==> config.mk <==
export PLATFORM = sky130hd
export DESIGN_NAME = pileup_column_classifier_unit
export DESIGN_NICKNAME = d
export VERILOG_FILES = /design/src/sv/pcc_pkg.sv /design/src/sv/pcc_front.sv /design/src/sv/pcc_prod.sv /design/src/sv/pcc_judge.sv /design/src/sv/pileup_column_classifier_unit.sv
export SDC_FILE = /design/constraint.sdc
export NUM_CORES = 2
export LEC_CHECK = 0
export ABC_AREA = 1
export BUFFER_PORTS_ARGS = -buffer_cell sky130_fd_sc_hd__buf_2
export CAP_MARGIN = 20
export CORE_ASPECT_RATIO = 0.9
export CORE_UTILIZATION = 40
export DETAILED_ROUTE_END_ITERATION = 6
export SETUP_SLACK_MARGIN = 0.05
export SYNTH_ARGS = -nofsm -noshare
export SYNTH_HDL_FRONTEND = slang
export SYNTH_SLANG_ARGS = --single-unit
==> constraint.sdc <==
create_clock -name clk -period 6.5 [get_ports clk]
set_clock_uncertainty 0.2 [all_clocks]
set_input_delay 0.975 -clock clk [delete_from_list [all_inputs] [get_ports clk]]
set_output_delay 0.975 -clock clk [all_outputs]
set_load 0.05 [all_outputs]
==> src/sv/pcc_pkg.sv <==
// Shared types, constants and the reference letter decoder for the pileup column classifier.
// Depends on nothing; every other file of the block imports it.
package pcc_pkg;

	localparam int COUNT_BITS_DEF = 20;
	localparam int FRAC_BITS_DEF  = 16;
	localparam int NUM_REGS       = 7;
	localparam int REG_IDX_BITS   = 3;
	localparam int BASES          = 5;

	typedef enum logic [REG_IDX_BITS-1:0] {
		REG_DISAGREE    = 3'd0,
		REG_INDEL       = 3'd1,
		REG_INS         = 3'd2,
		REG_DEL         = 3'd3,
		REG_POLYMER     = 3'd4,
		REG_INS_CON_MIN = 3'd5,
		REG_DEL_CON_MIN = 3'd6
	} pcc_reg_t;

	typedef enum logic [1:0] {
		KIND_NONE = 2'd0,
		KIND_INS  = 2'd1,
		KIND_DEL  = 2'd2
	} pcc_kind_t;

	typedef enum logic [2:0] {
		BASE_A = 3'd0,
		BASE_C = 3'd1,
		BASE_G = 3'd2,
		BASE_T = 3'd3,
		BASE_N = 3'd4
	} pcc_base_t;

	typedef struct packed {
		logic poly;
		logic con;
		logic bad_ref;
	} pcc_ctl_t;

	typedef struct packed {
		logic disagree;
		logic zero_cov;
		logic high_indel;
		logic high_ins;
		logic high_del;
		logic high_con_indel;
		logic bad_ref;
	} pcc_flags_t;

	// base set of a reference letter, bit i for base i; zero for an unknown letter
	function automatic logic [BASES-1:0] ref_set(input logic [7:0] code);
		logic [7:0] c;
		logic [BASES-1:0] s;
		c = code;
		if (code >= "a" && code <= "z") begin
			c = code - 8'd32;
		end
		case (c)
			"A": s = 5'b00001;
			"C": s = 5'b00010;
			"G": s = 5'b00100;
			"T": s = 5'b01000;
			"N": s = 5'b10000;
			"M": s = 5'b00011;
			"R": s = 5'b00101;
			"S": s = 5'b00110;
			"V": s = 5'b00111;
			"W": s = 5'b01001;
			"Y": s = 5'b01010;
			"H": s = 5'b01011;
			"K": s = 5'b01100;
			"D": s = 5'b01101;
			"B": s = 5'b01110;
			default: s = 5'b00000;
		endcase
		return s;
	endfunction

endpackage

==> src/sv/pcc_front.sv <==
// First stage: coverage sums, pairwise maxima, reference decode and consensus test.
// Depends on pcc_pkg.
module pcc_front #(
	parameter int COUNT_BITS = pcc_pkg::COUNT_BITS_DEF,
	parameter int FRAC_BITS  = pcc_pkg::FRAC_BITS_DEF
) (
	input  logic                    clk,
	input  logic                    arst_n,
	input  logic                    in_valid,
	output logic                    in_ready,
	input  logic [7:0]              ref_code,
	input  logic [COUNT_BITS-1:0]   count_a,
	input  logic [COUNT_BITS-1:0]   count_c,
	input  logic [COUNT_BITS-1:0]   count_g,
	input  logic [COUNT_BITS-1:0]   count_t,
	input  logic [COUNT_BITS-1:0]   count_n,
	input  logic [COUNT_BITS-1:0]   ins_count,
	input  logic [COUNT_BITS-1:0]   del_covering,
	input  logic [COUNT_BITS-1:0]   del_events,
	input  logic                    polymer,
	input  logic [1:0]              consensus_kind,
	input  logic [FRAC_BITS:0]      consensus_ratio,
	input  logic [FRAC_BITS:0]      ins_con_min,
	input  logic [FRAC_BITS:0]      del_con_min,
	output logic                    out_valid,
	input  logic                    out_ready,
	output logic [COUNT_BITS+2:0]   total_s1,
	output logic                    m01_idx_s1,
	output logic [COUNT_BITS-1:0]   m01_cnt_s1,
	output logic                    m23_idx_s1,
	output logic [COUNT_BITS-1:0]   m23_cnt_s1,
	output logic [COUNT_BITS-1:0]   cnt_n_s1,
	output logic [4:0]              set_s1,
	output logic [COUNT_BITS+2:0]   setsum_s1,
	output logic [COUNT_BITS:0]     indel_s1,
	output logic [COUNT_BITS-1:0]   ins_s1,
	output logic [COUNT_BITS-1:0]   delev_s1,
	output pcc_pkg::pcc_ctl_t       ctl_s1
);
	import pcc_pkg::*;

	localparam int TB = COUNT_BITS + 3;

	logic             valid_s1;
	logic             load;
	logic [BASES-1:0] set;
	logic [TB-1:0]    total;
	logic [TB-1:0]    setsum;
	logic             con;

	assign in_ready  = !valid_s1 || out_ready;
	assign load      = in_valid && in_ready;
	assign out_valid = valid_s1;

	assign set   = ref_set(ref_code);
	assign total = TB'(count_a) + TB'(count_c) + TB'(count_g) + TB'(count_t) + TB'(count_n);
	assign setsum = (set[BASE_A] ? TB'(count_a) : TB'(0)) + (set[BASE_C] ? TB'(count_c) : TB'(0))
		+ (set[BASE_G] ? TB'(count_g) : TB'(0)) + (set[BASE_T] ? TB'(count_t) : TB'(0))
		+ (set[BASE_N] ? TB'(count_n) : TB'(0));

	always_comb begin
		case (consensus_kind)
			KIND_INS: con = consensus_ratio >= ins_con_min;
			KIND_DEL: con = consensus_ratio >= del_con_min;
			default:  con = 1'b0;
		endcase
	end

	always_ff @(posedge clk or negedge arst_n) begin
		if (!arst_n) begin
			valid_s1 <= 1'b0;
		end else if (in_ready) begin
			valid_s1 <= in_valid;
		end
	end

	always_ff @(posedge clk) begin
		if (load) begin
			total_s1   <= total;
			m01_idx_s1 <= count_c > count_a;
			m01_cnt_s1 <= (count_c > count_a) ? count_c : count_a;
			m23_idx_s1 <= count_t > count_g;
			m23_cnt_s1 <= (count_t > count_g) ? count_t : count_g;
			cnt_n_s1   <= count_n;
			set_s1     <= set;
			setsum_s1  <= setsum;
			indel_s1   <= (COUNT_BITS+1)'(ins_count) + (COUNT_BITS+1)'(del_covering);
			ins_s1     <= ins_count;
			delev_s1   <= del_events;
			ctl_s1     <= '{poly: polymer, con: con, bad_ref: set == '0};
		end
	end

endmodule

==> src/sv/pcc_prod.sv <==
// Second stage: final maximum pick and the threshold-times-coverage products.
// Depends on pcc_pkg.
module pcc_prod #(
	parameter int COUNT_BITS = pcc_pkg::COUNT_BITS_DEF,
	parameter int FRAC_BITS  = pcc_pkg::FRAC_BITS_DEF
) (
	input  logic                              clk,
	input  logic                              arst_n,
	input  logic                              in_valid,
	output logic                              in_ready,
	input  logic [COUNT_BITS+2:0]             total_s1,
	input  logic                              m01_idx_s1,
	input  logic [COUNT_BITS-1:0]             m01_cnt_s1,
	input  logic                              m23_idx_s1,
	input  logic [COUNT_BITS-1:0]             m23_cnt_s1,
	input  logic [COUNT_BITS-1:0]             cnt_n_s1,
	input  logic [4:0]                        set_s1,
	input  logic [COUNT_BITS+2:0]             setsum_s1,
	input  logic [COUNT_BITS:0]               indel_s1,
	input  logic [COUNT_BITS-1:0]             ins_s1,
	input  logic [COUNT_BITS-1:0]             delev_s1,
	input  pcc_pkg::pcc_ctl_t                 ctl_s1,
	input  logic [FRAC_BITS:0]                dis_thr,
	input  logic [FRAC_BITS:0]                indel_thres,
	input  logic [FRAC_BITS:0]                ins_thres,
	input  logic [FRAC_BITS:0]                del_thres,
	input  logic [FRAC_BITS:0]                polymer_thres,
	output logic                              out_valid,
	input  logic                              out_ready,
	output logic [COUNT_BITS+2:0]             total_s2,
	output logic [2:0]                        max_idx_s2,
	output logic [COUNT_BITS-1:0]             max_cnt_s2,
	output logic [COUNT_BITS+2:0]             setsum_s2,
	output logic                              inset_s2,
	output logic [COUNT_BITS:0]               indel_s2,
	output logic [COUNT_BITS-1:0]             ins_s2,
	output logic [COUNT_BITS-1:0]             delev_s2,
	output logic [COUNT_BITS+FRAC_BITS+3:0]   p_dis_s2,
	output logic [COUNT_BITS+FRAC_BITS+3:0]   p_indel_s2,
	output logic [COUNT_BITS+FRAC_BITS+3:0]   p_ins_s2,
	output logic [COUNT_BITS+FRAC_BITS+3:0]   p_del_s2,
	output pcc_pkg::pcc_ctl_t                 ctl_s2
);
	import pcc_pkg::*;

	localparam int PW = COUNT_BITS + FRAC_BITS + 4;

	logic                  valid_s2;
	logic                  load;
	logic [2:0]            mid_idx;
	logic [COUNT_BITS-1:0] mid_cnt;
	logic [2:0]            best_idx;
	logic [COUNT_BITS-1:0] best_cnt;
	logic [FRAC_BITS:0]    thr_indel;
	logic [FRAC_BITS:0]    thr_ins;
	logic [FRAC_BITS:0]    thr_del;

	assign in_ready  = !valid_s2 || out_ready;
	assign load      = in_valid && in_ready;
	assign out_valid = valid_s2;

	always_comb begin
		if (m23_cnt_s1 > m01_cnt_s1) begin
			mid_idx = m23_idx_s1 ? BASE_T : BASE_G;
			mid_cnt = m23_cnt_s1;
		end else begin
			mid_idx = m01_idx_s1 ? BASE_C : BASE_A;
			mid_cnt = m01_cnt_s1;
		end
		if (cnt_n_s1 > mid_cnt) begin
			best_idx = BASE_N;
			best_cnt = cnt_n_s1;
		end else begin
			best_idx = mid_idx;
			best_cnt = mid_cnt;
		end
	end

	assign thr_indel = ctl_s1.poly ? polymer_thres : indel_thres;
	assign thr_ins   = ctl_s1.poly ? polymer_thres : ins_thres;
	assign thr_del   = ctl_s1.poly ? polymer_thres : del_thres;

	always_ff @(posedge clk or negedge arst_n) begin
		if (!arst_n) begin
			valid_s2 <= 1'b0;
		end else if (in_ready) begin
			valid_s2 <= in_valid;
		end
	end

	always_ff @(posedge clk) begin
		if (load) begin
			total_s2   <= total_s1;
			max_idx_s2 <= best_idx;
			max_cnt_s2 <= best_cnt;
			setsum_s2  <= setsum_s1;
			inset_s2   <= set_s1[best_idx];
			indel_s2   <= indel_s1;
			ins_s2     <= ins_s1;
			delev_s2   <= delev_s1;
			p_dis_s2   <= PW'(dis_thr) * PW'(total_s1);
			p_indel_s2 <= PW'(thr_indel) * PW'(total_s1);
			p_ins_s2   <= PW'(thr_ins) * PW'(total_s1);
			p_del_s2   <= PW'(thr_del) * PW'(total_s1);
			ctl_s2     <= ctl_s1;
		end
	end

endmodule

==> src/sv/pcc_judge.sv <==
// Third stage: ratio compares against the products and the output flags register.
// Depends on pcc_pkg.
module pcc_judge #(
	parameter int COUNT_BITS = pcc_pkg::COUNT_BITS_DEF,
	parameter int FRAC_BITS  = pcc_pkg::FRAC_BITS_DEF
) (
	input  logic                              clk,
	input  logic                              arst_n,
	input  logic                              in_valid,
	output logic                              in_ready,
	input  logic [COUNT_BITS+2:0]             total_s2,
	input  logic [2:0]                        max_idx_s2,
	input  logic [COUNT_BITS-1:0]             max_cnt_s2,
	input  logic [COUNT_BITS+2:0]             setsum_s2,
	input  logic                              inset_s2,
	input  logic [COUNT_BITS:0]               indel_s2,
	input  logic [COUNT_BITS-1:0]             ins_s2,
	input  logic [COUNT_BITS-1:0]             delev_s2,
	input  logic [COUNT_BITS+FRAC_BITS+3:0]   p_dis_s2,
	input  logic [COUNT_BITS+FRAC_BITS+3:0]   p_indel_s2,
	input  logic [COUNT_BITS+FRAC_BITS+3:0]   p_ins_s2,
	input  logic [COUNT_BITS+FRAC_BITS+3:0]   p_del_s2,
	input  pcc_pkg::pcc_ctl_t                 ctl_s2,
	output logic                              out_valid,
	input  logic                              out_ready,
	output logic [COUNT_BITS+2:0]             total_s3,
	output logic [2:0]                        max_idx_s3,
	output logic [COUNT_BITS-1:0]             max_cnt_s3,
	output pcc_pkg::pcc_flags_t               flags_s3
);
	import pcc_pkg::*;

	localparam int PW = COUNT_BITS + FRAC_BITS + 4;

	logic       valid_s3;
	logic       load;
	logic       nz;
	logic       hi_indel;
	pcc_flags_t flags;

	assign in_ready  = !valid_s3 || out_ready;
	assign load      = in_valid && in_ready;
	assign out_valid = valid_s3;

	assign nz       = total_s2 != '0;
	assign hi_indel = nz && PW'({indel_s2, {FRAC_BITS{1'b0}}}) >= p_indel_s2;

	always_comb begin
		flags.disagree = !nz || PW'({max_cnt_s2, {FRAC_BITS{1'b0}}}) <= p_dis_s2
			|| ctl_s2.bad_ref || !inset_s2
			|| PW'({setsum_s2, {FRAC_BITS{1'b0}}}) <= p_dis_s2;
		flags.zero_cov       = total_s2 < (COUNT_BITS+3)'(3);
		flags.high_indel     = hi_indel;
		flags.high_ins       = nz && PW'({ins_s2, {FRAC_BITS{1'b0}}}) >= p_ins_s2;
		flags.high_del       = nz && PW'({delev_s2, {FRAC_BITS{1'b0}}}) >= p_del_s2;
		flags.high_con_indel = ctl_s2.con && hi_indel;
		flags.bad_ref        = ctl_s2.bad_ref;
	end

	always_ff @(posedge clk or negedge arst_n) begin
		if (!arst_n) begin
			valid_s3 <= 1'b0;
		end else if (in_ready) begin
			valid_s3 <= in_valid;
		end
	end

	always_ff @(posedge clk) begin
		if (load) begin
			total_s3   <= total_s2;
			max_idx_s3 <= max_idx_s2;
			max_cnt_s3 <= max_cnt_s2;
			flags_s3   <= flags;
		end
	end

	ap_zero_flags: assert property (@(posedge clk) disable iff (!arst_n)
		out_valid && total_s3 == '0 |-> flags_s3.disagree && !flags_s3.high_indel
			&& !flags_s3.high_ins && !flags_s3.high_del && max_cnt_s3 == '0)
		else $error("zero coverage beat with ratio flags set");

endmodule

==> src/sv/pileup_column_classifier_unit.sv <==
// Top level of the pileup column classifier: stream ports, threshold registers, three stages.
// Depends on pcc_pkg, pcc_front, pcc_prod and pcc_judge.
//
//  port group   dir  fields
//  s_*          in   one pileup column per beat, tdata + tuser
//  m_*          out  one classified column per beat, tdata
//  wr_*         in   threshold register writes, no read-back
//
// Three register stages: front, prod and judge; one beat per cycle while m_tready does not stall the output.
// Each stage holds its own valid bit, so a stall at m_tready fills bubbles before backing up.
// Reset clears the valid bits and loads the threshold registers with their defaults.
// The products in the second stage are the deepest logic between registers.
module pileup_column_classifier_unit #(
	parameter int COUNT_BITS = pcc_pkg::COUNT_BITS_DEF,
	parameter int FRAC_BITS  = pcc_pkg::FRAC_BITS_DEF,
	localparam int IN_RAW    = 8 + 8 * COUNT_BITS + 1 + FRAC_BITS + 1,
	localparam int IN_BITS   = ((IN_RAW + 7) / 8) * 8,
	localparam int OUT_RAW   = 2 * COUNT_BITS + 13,
	localparam int OUT_BITS  = ((OUT_RAW + 7) / 8) * 8
) (
	input  logic                             clk,
	input  logic                             arst_n,
	input  logic                             s_tvalid,
	output logic                             s_tready,
	// ref_code, count_a, count_c, count_g, count_t, count_n, ins_count, del_covering,
	// del_events, polymer, consensus_ratio, zero pad
	input  logic [IN_BITS-1:0]               s_tdata,
	// consensus_kind
	input  logic [1:0]                       s_tuser,
	output logic                             m_tvalid,
	input  logic                             m_tready,
	// coverage, max_index, max_count, disagree, zero_cov, high_indel, high_ins, high_del,
	// high_con_indel, bad_ref, zero pad
	output logic [OUT_BITS-1:0]              m_tdata,
	input  logic                             wr_en,
	input  logic [pcc_pkg::REG_IDX_BITS-1:0] wr_index,
	input  logic [FRAC_BITS:0]               wr_data
);
	import pcc_pkg::*;

	localparam int CB = COUNT_BITS;
	localparam int TW = FRAC_BITS + 1;
	localparam int PW = COUNT_BITS + FRAC_BITS + 4;
	localparam logic [TW-1:0] DIS_RST  = TW'(((7 << FRAC_BITS) + 5) / 10);
	localparam logic [TW-1:0] IND_RST  = TW'(((3 << FRAC_BITS) + 5) / 10);
	localparam logic [TW-1:0] POLY_RST = TW'(((6 << FRAC_BITS) + 5) / 10);
	localparam logic [TW-1:0] CON_RST  = TW'(1 << (FRAC_BITS - 1));
	localparam int O_CNT   = 8;
	localparam int O_INS   = O_CNT + 5 * CB;
	localparam int O_DCOV  = O_INS + CB;
	localparam int O_DEV   = O_DCOV + CB;
	localparam int O_POLY  = O_DEV + CB;
	localparam int O_RATIO = O_POLY + 1;

	logic [TW-1:0] dis_thr_q;
	logic [TW-1:0] indel_thres_q;
	logic [TW-1:0] ins_thres_q;
	logic [TW-1:0] del_thres_q;
	logic [TW-1:0] polymer_thres_q;
	logic [TW-1:0] ins_con_min_q;
	logic [TW-1:0] del_con_min_q;

	always_ff @(posedge clk or negedge arst_n) begin
		if (!arst_n) begin
			dis_thr_q       <= DIS_RST;
			indel_thres_q   <= IND_RST;
			ins_thres_q     <= IND_RST;
			del_thres_q     <= IND_RST;
			polymer_thres_q <= POLY_RST;
			ins_con_min_q   <= CON_RST;
			del_con_min_q   <= CON_RST;
		end else if (wr_en) begin
			case (wr_index)
				REG_DISAGREE:    dis_thr_q       <= wr_data;
				REG_INDEL:       indel_thres_q   <= wr_data;
				REG_INS:         ins_thres_q     <= wr_data;
				REG_DEL:         del_thres_q     <= wr_data;
				REG_POLYMER:     polymer_thres_q <= wr_data;
				REG_INS_CON_MIN: ins_con_min_q   <= wr_data;
				REG_DEL_CON_MIN: del_con_min_q   <= wr_data;
				default: ;
			endcase
		end
	end

	logic            v1, r1, v2, r2;
	logic [CB+2:0]   total_s1, setsum_s1;
	logic            m01_idx_s1, m23_idx_s1;
	logic [CB-1:0]   m01_cnt_s1, m23_cnt_s1, cnt_n_s1, ins_s1, delev_s1;
	logic [4:0]      set_s1;
	logic [CB:0]     indel_s1;
	pcc_ctl_t        ctl_s1;

	pcc_front #(.COUNT_BITS(COUNT_BITS), .FRAC_BITS(FRAC_BITS)) u_front (
		.clk             (clk),
		.arst_n          (arst_n),
		.in_valid        (s_tvalid),
		.in_ready        (s_tready),
		.ref_code        (s_tdata[7:0]),
		.count_a         (s_tdata[O_CNT +: CB]),
		.count_c         (s_tdata[O_CNT + CB +: CB]),
		.count_g         (s_tdata[O_CNT + 2 * CB +: CB]),
		.count_t         (s_tdata[O_CNT + 3 * CB +: CB]),
		.count_n         (s_tdata[O_CNT + 4 * CB +: CB]),
		.ins_count       (s_tdata[O_INS +: CB]),
		.del_covering    (s_tdata[O_DCOV +: CB]),
		.del_events      (s_tdata[O_DEV +: CB]),
		.polymer         (s_tdata[O_POLY]),
		.consensus_kind  (s_tuser),
		.consensus_ratio (s_tdata[O_RATIO +: TW]),
		.ins_con_min     (ins_con_min_q),
		.del_con_min     (del_con_min_q),
		.out_valid       (v1),
		.out_ready       (r1),
		.total_s1        (total_s1),
		.m01_idx_s1      (m01_idx_s1),
		.m01_cnt_s1      (m01_cnt_s1),
		.m23_idx_s1      (m23_idx_s1),
		.m23_cnt_s1      (m23_cnt_s1),
		.cnt_n_s1        (cnt_n_s1),
		.set_s1          (set_s1),
		.setsum_s1       (setsum_s1),
		.indel_s1        (indel_s1),
		.ins_s1          (ins_s1),
		.delev_s1        (delev_s1),
		.ctl_s1          (ctl_s1)
	);

	logic [CB+2:0]   total_s2, setsum_s2;
	logic [2:0]      max_idx_s2;
	logic [CB-1:0]   max_cnt_s2, ins_s2, delev_s2;
	logic            inset_s2;
	logic [CB:0]     indel_s2;
	logic [PW-1:0]   p_dis_s2, p_indel_s2, p_ins_s2, p_del_s2;
	pcc_ctl_t        ctl_s2;

	pcc_prod #(.COUNT_BITS(COUNT_BITS), .FRAC_BITS(FRAC_BITS)) u_prod (
		.clk            (clk),
		.arst_n         (arst_n),
		.in_valid       (v1),
		.in_ready       (r1),
		.total_s1       (total_s1),
		.m01_idx_s1     (m01_idx_s1),
		.m01_cnt_s1     (m01_cnt_s1),
		.m23_idx_s1     (m23_idx_s1),
		.m23_cnt_s1     (m23_cnt_s1),
		.cnt_n_s1       (cnt_n_s1),
		.set_s1         (set_s1),
		.setsum_s1      (setsum_s1),
		.indel_s1       (indel_s1),
		.ins_s1         (ins_s1),
		.delev_s1       (delev_s1),
		.ctl_s1         (ctl_s1),
		.dis_thr        (dis_thr_q),
		.indel_thres    (indel_thres_q),
		.ins_thres      (ins_thres_q),
		.del_thres      (del_thres_q),
		.polymer_thres  (polymer_thres_q),
		.out_valid      (v2),
		.out_ready      (r2),
		.total_s2       (total_s2),
		.max_idx_s2     (max_idx_s2),
		.max_cnt_s2     (max_cnt_s2),
		.setsum_s2      (setsum_s2),
		.inset_s2       (inset_s2),
		.indel_s2       (indel_s2),
		.ins_s2         (ins_s2),
		.delev_s2       (delev_s2),
		.p_dis_s2       (p_dis_s2),
		.p_indel_s2     (p_indel_s2),
		.p_ins_s2       (p_ins_s2),
		.p_del_s2       (p_del_s2),
		.ctl_s2         (ctl_s2)
	);

	logic [CB+2:0]   total_s3;
	logic [2:0]      max_idx_s3;
	logic [CB-1:0]   max_cnt_s3;
	pcc_flags_t      flags_s3;

	pcc_judge #(.COUNT_BITS(COUNT_BITS), .FRAC_BITS(FRAC_BITS)) u_judge (
		.clk        (clk),
		.arst_n     (arst_n),
		.in_valid   (v2),
		.in_ready   (r2),
		.total_s2   (total_s2),
		.max_idx_s2 (max_idx_s2),
		.max_cnt_s2 (max_cnt_s2),
		.setsum_s2  (setsum_s2),
		.inset_s2   (inset_s2),
		.indel_s2   (indel_s2),
		.ins_s2     (ins_s2),
		.delev_s2   (delev_s2),
		.p_dis_s2   (p_dis_s2),
		.p_indel_s2 (p_indel_s2),
		.p_ins_s2   (p_ins_s2),
		.p_del_s2   (p_del_s2),
		.ctl_s2     (ctl_s2),
		.out_valid  (m_tvalid),
		.out_ready  (m_tready),
		.total_s3   (total_s3),
		.max_idx_s3 (max_idx_s3),
		.max_cnt_s3 (max_cnt_s3),
		.flags_s3   (flags_s3)
	);

	assign m_tdata = OUT_BITS'({flags_s3.bad_ref, flags_s3.high_con_indel, flags_s3.high_del,
		flags_s3.high_ins, flags_s3.high_indel, flags_s3.zero_cov, flags_s3.disagree,
		max_cnt_s3, max_idx_s3, total_s3});

	ap_stall_only_full: assert property (@(posedge clk) disable iff (!arst_n)
		!s_tready |-> m_tvalid && !m_tready && v1 && v2)
		else $error("input stalled with a bubble in the pipeline");

	ap_bad_ref_dis: assert property (@(posedge clk) disable iff (!arst_n)
		m_tvalid && flags_s3.bad_ref |-> flags_s3.disagree)
		else $error("unknown reference without disagree");

	ap_con_indel: assert property (@(posedge clk) disable iff (!arst_n)
		m_tvalid && flags_s3.high_con_indel |-> flags_s3.high_indel)
		else $error("consensus indel without high indel");

	ap_max_le_total: assert property (@(posedge clk) disable iff (!arst_n)
		m_tvalid |-> (CB+3)'(max_cnt_s3) <= total_s3 && max_idx_s3 <= 3'(BASE_N))
		else $error("maximum count exceeds coverage");

endmodule

==> flow_metrics.py <==
metrics = {
    "outcome": {
        "status": "finished, violations left",
        "violations": "DRC, setup timing",
    },
    "worst_setup_path": {
        "critPathMaxFanout": 5,
        "cp_data_arrival_time_ns": 7.00,
        "end_kind": "flip-flop",
        "cpLargestDelayFamily": "adder cells",
        "regToRegStartpoint": "u_front.ctl_s1[2]",
        "cp-startpoint": "u_front.ctl_s1[2]",
        "critical_path.most_common_cell": "fa_1",
        "worst_path_max_delay_cell": "fa_1",
        "slowest_delay_ns": 0.56,
        "critPathLaunchType": "flip-flop",
        "crit_buf_inv": 9,
        "critical_path_class": "reg -> reg",
        "worstPathRequired_ns": 6.87,
    },
    "drt": {
        "ant_nets": 0,
        "wl_um": 271000,
        "avgRoutedWirePerCell_um": 20.1,
        "routed_via_density": 5.01,
        "vias": 67700,
        "dr.first_iter.drc_count": 4684,
        "drc": 20,
        "drt_pass1_iterations": 7,
    },
    "clock_tree": {
        "clock_latency_ns": 0.76,
        "ctsRootBufferMaster": "clkbuf_16",
        "cts_buffer_depth": 3,
        "htree_levels": 3,
        "cts_buffers": 83,
        "cts_hold_buf": 0,
        "tritoncts": "yes",
        "clkTransAtPathRegs_ns": 0.06,
        "clock_sinks": 645,
    },
    "synth": {
        "synthDistinctLibCells": 64,
        "syn_area_per_cell_um2": 8.81,
        "yosysSeqAreaShare_pct": 22.3,
        "yosys.area_share.simple_pct": 14.5,
        "synth_ff_type": "edfxtp_1",
        "synth_top_family_by_area": "adder cells",
        "netlist_area_um2": 84500,
        "synth_xor_area_share_pct": 2.19,
        "synth_compound_area_share_pct": 6.04,
        "synth-seq-cells": 645,
        "synth-edff-count": 523,
        "synth.area.mux_share_pct": 0,
        "synthAdderAreaFrac_pct": 43.4,
        "synth_cells": 9598,
        "ys_warn_count": 0,
        "async_flop_share_pct": 18.9,
    },
    "place": {
        "dpl-instance-area_um2": 95400,
        "detailedPlacementHpwl_um": 221000,
        "post-place-ws_ns": -0.671,
        "gp_congestion": 0.961,
        "numPortBuffers": 267,
    },
    "grt": {
        "first_global_vias": 71000,
        "track_usage_pct": 25.6,
        "grt_use_met2_pct": 42.3,
        "grt_pass1_wl_um": 414000,
        "antenna_found_initial": 16,
        "overflow": 0,
        "grt.busiest_layer": "met2",
        "met1_usage_pct": 32.3,
        "use_met3_pct": 4.96,
        "grt_max_degree": 150,
    },
    "timing": {
        "max_freq_mhz": 151,
        "setup_ws_ns": -0.129,
        "rsz0062_at_grt": "true",
        "finalHoldViolCount": 0,
        "setup_viol": 27,
        "fin_crit_ns": 6.63,
        "timing.final.crit_share_pct": 102,
        "relSlewSlack_pct": 21.0,
        "tightest_slew_ns": 1.19,
        "slew_viol_final": 0,
    },
    "die": {
        "dieWidth_um": 487,
        "dieHeight_um": 438,
        "io_pins": 277,
        "die_area_um2": 213000,
        "core_um2": 209000,
        "initial_core_util_pct": 40.4,
        "rows": 159,
    },
    "final_layout": {
        "area_growth_pct": 22.6,
        "final_common_cell": "inv_1",
        "layout.nets": 12900,
        "drive_gt1_share_pct": 19.6,
        "layout_common_cells": "inv_1, nand2_1, fa_1",
        "fin_area_um2": 104000,
        "fillCellCount": 19700,
    },
    "min_path": {
        "min_path_type": "in -> async",
    },
    "flow_run": {
        "cap_viol_max_count": 0,
    },
}
flip-flops by register name (all words and copies together) (netlist names), 40 cells and up:
register           flops
u_prod.p_del_s2       40
u_prod.p_dis_s2       40
u_prod.p_indel_s2     40
u_prod.p_ins_s2       40
cell usage after synthesis, types with 6 or more instances:
| cell type | count | area (um^2) |
|---|---|---|
| nand4_1 | 55 | 344 |
| xor2_1 | 150 | 1310 |
| a211oi_1 | 12 | 90.1 |
| buf_1 | 29 | 109 |
| o21a_1 | 13 | 97.6 |
| a31oi_1 | 48 | 300 |
| o21ai_2 | 14 | 123 |
| o21ai_1 | 9 | 45.0 |
| fa_1 | 1357 | 27200 |
| o211ai_1 | 17 | 128 |
| a21oi_1 | 359 | 1800 |
| dfstp_2 | 43 | 1130 |
| inv_2 | 7 | 26.3 |
| o221ai_1 | 8 | 70.1 |
| a21boi_0 | 12 | 90.1 |
| clkinv_1 | 22 | 82.6 |
| o21ai_0 | 323 | 1620 |
| dfrtp_1 | 79 | 1980 |
| a21o_1 | 34 | 255 |
| a21oi_2 | 6 | 52.6 |
| buf_4 | 9 | 67.6 |
| clkbuf_1 | 266 | 998 |
| nor4_1 | 35 | 219 |
| nor2_1 | 681 | 2560 |
| edfxtp_1 | 523 | 15700 |
| o21bai_1 | 28 | 210 |
| nand3_1 | 126 | 631 |
| nand2_1 | 2172 | 8150 |
| ha_1 | 762 | 9530 |
| buf_2 | 29 | 145 |
| inv_1 | 2226 | 8360 |
| xnor2_1 | 61 | 534 |
| nor3_1 | 31 | 155 |
layer usage:
metal  part of all wire, %  vias to the layer above
met2                    47                     2165
met4                   5.6                        4
li1                      -                    31100
met5                0.0096                        -
met3                   7.1                      500
met1                    40                    33900
cell families (layout without fill, tap and decap cells):
logic type / after synthesis / count (layout)
and+or+nand+nor: 3126 / 3126
buffers and inverters: 2590 / 3659
adders and majority gates: 2119 / 2119
AOI/OAI and AO/OA: 906 / 906
DFF: 645 / 645
xor gates and xnor gates: 211 / 211
other: 1 / 23
final timing paths:
kind                                             to  slack [ns]  depth (start not counted)
worst max-delay path            u_prod.p_del_s2[34]       -0.13                         28
worst min-delay path              u_front.out_valid        0.07                          1
worst max register to register  u_prod.p_del_s2[34]       -0.13                         28
worst min register to register  u_prod.indel_s2[14]        0.20                          0
max in group asynchronous          indel_thres_q[5]        4.48                          2
min in group clk                u_prod.indel_s2[14]        0.20                          0
per-stage QoR:
stage / instances / hold slack, ns / util [%] / setup TNS, ns
after floorplan: 9600 / 0.200 / - / 0
after global placement: 13200 / 0.203 / 45.6 / -18.35
after detailed placement: 13200 / 0.205 / 45.6 / -20.72
after CTS: 13400 / 0.0480 / 48.1 / -0.877
after global routing: 13500 / 0.0798 / 49.5 / -10.81
final: 13500 / 0.0704 / 49.5 / -1.21
area by class of cell:
type	count	area, um^2	area share, %
multi-input combinational	6365	59100	57.1
clock inverter	64	872	0.842
tap	2817	3520	3.40
inverter	2255	8520	8.22
antenna	20	50.0	0.0483
clock buffer	89	2100	2.03
sequential	645	18800	18.2
timing repair buffer	1251	10600	10.2
what timing repair did:
| action | 4_1_cts | 5_1_grt |
|---|---|---|
| setup endpoints to repair | 77 | 94 |
| setup buffers | 62 | 98 |
| pin swaps | 110 | 241 |
| resized for setup | 394 | 540 |
| cloned | 8 | 4 |
Power is left out: the tool's default activity adds up to more than one toggle a clock period on the data nets, which glitch-free logic cannot reach.
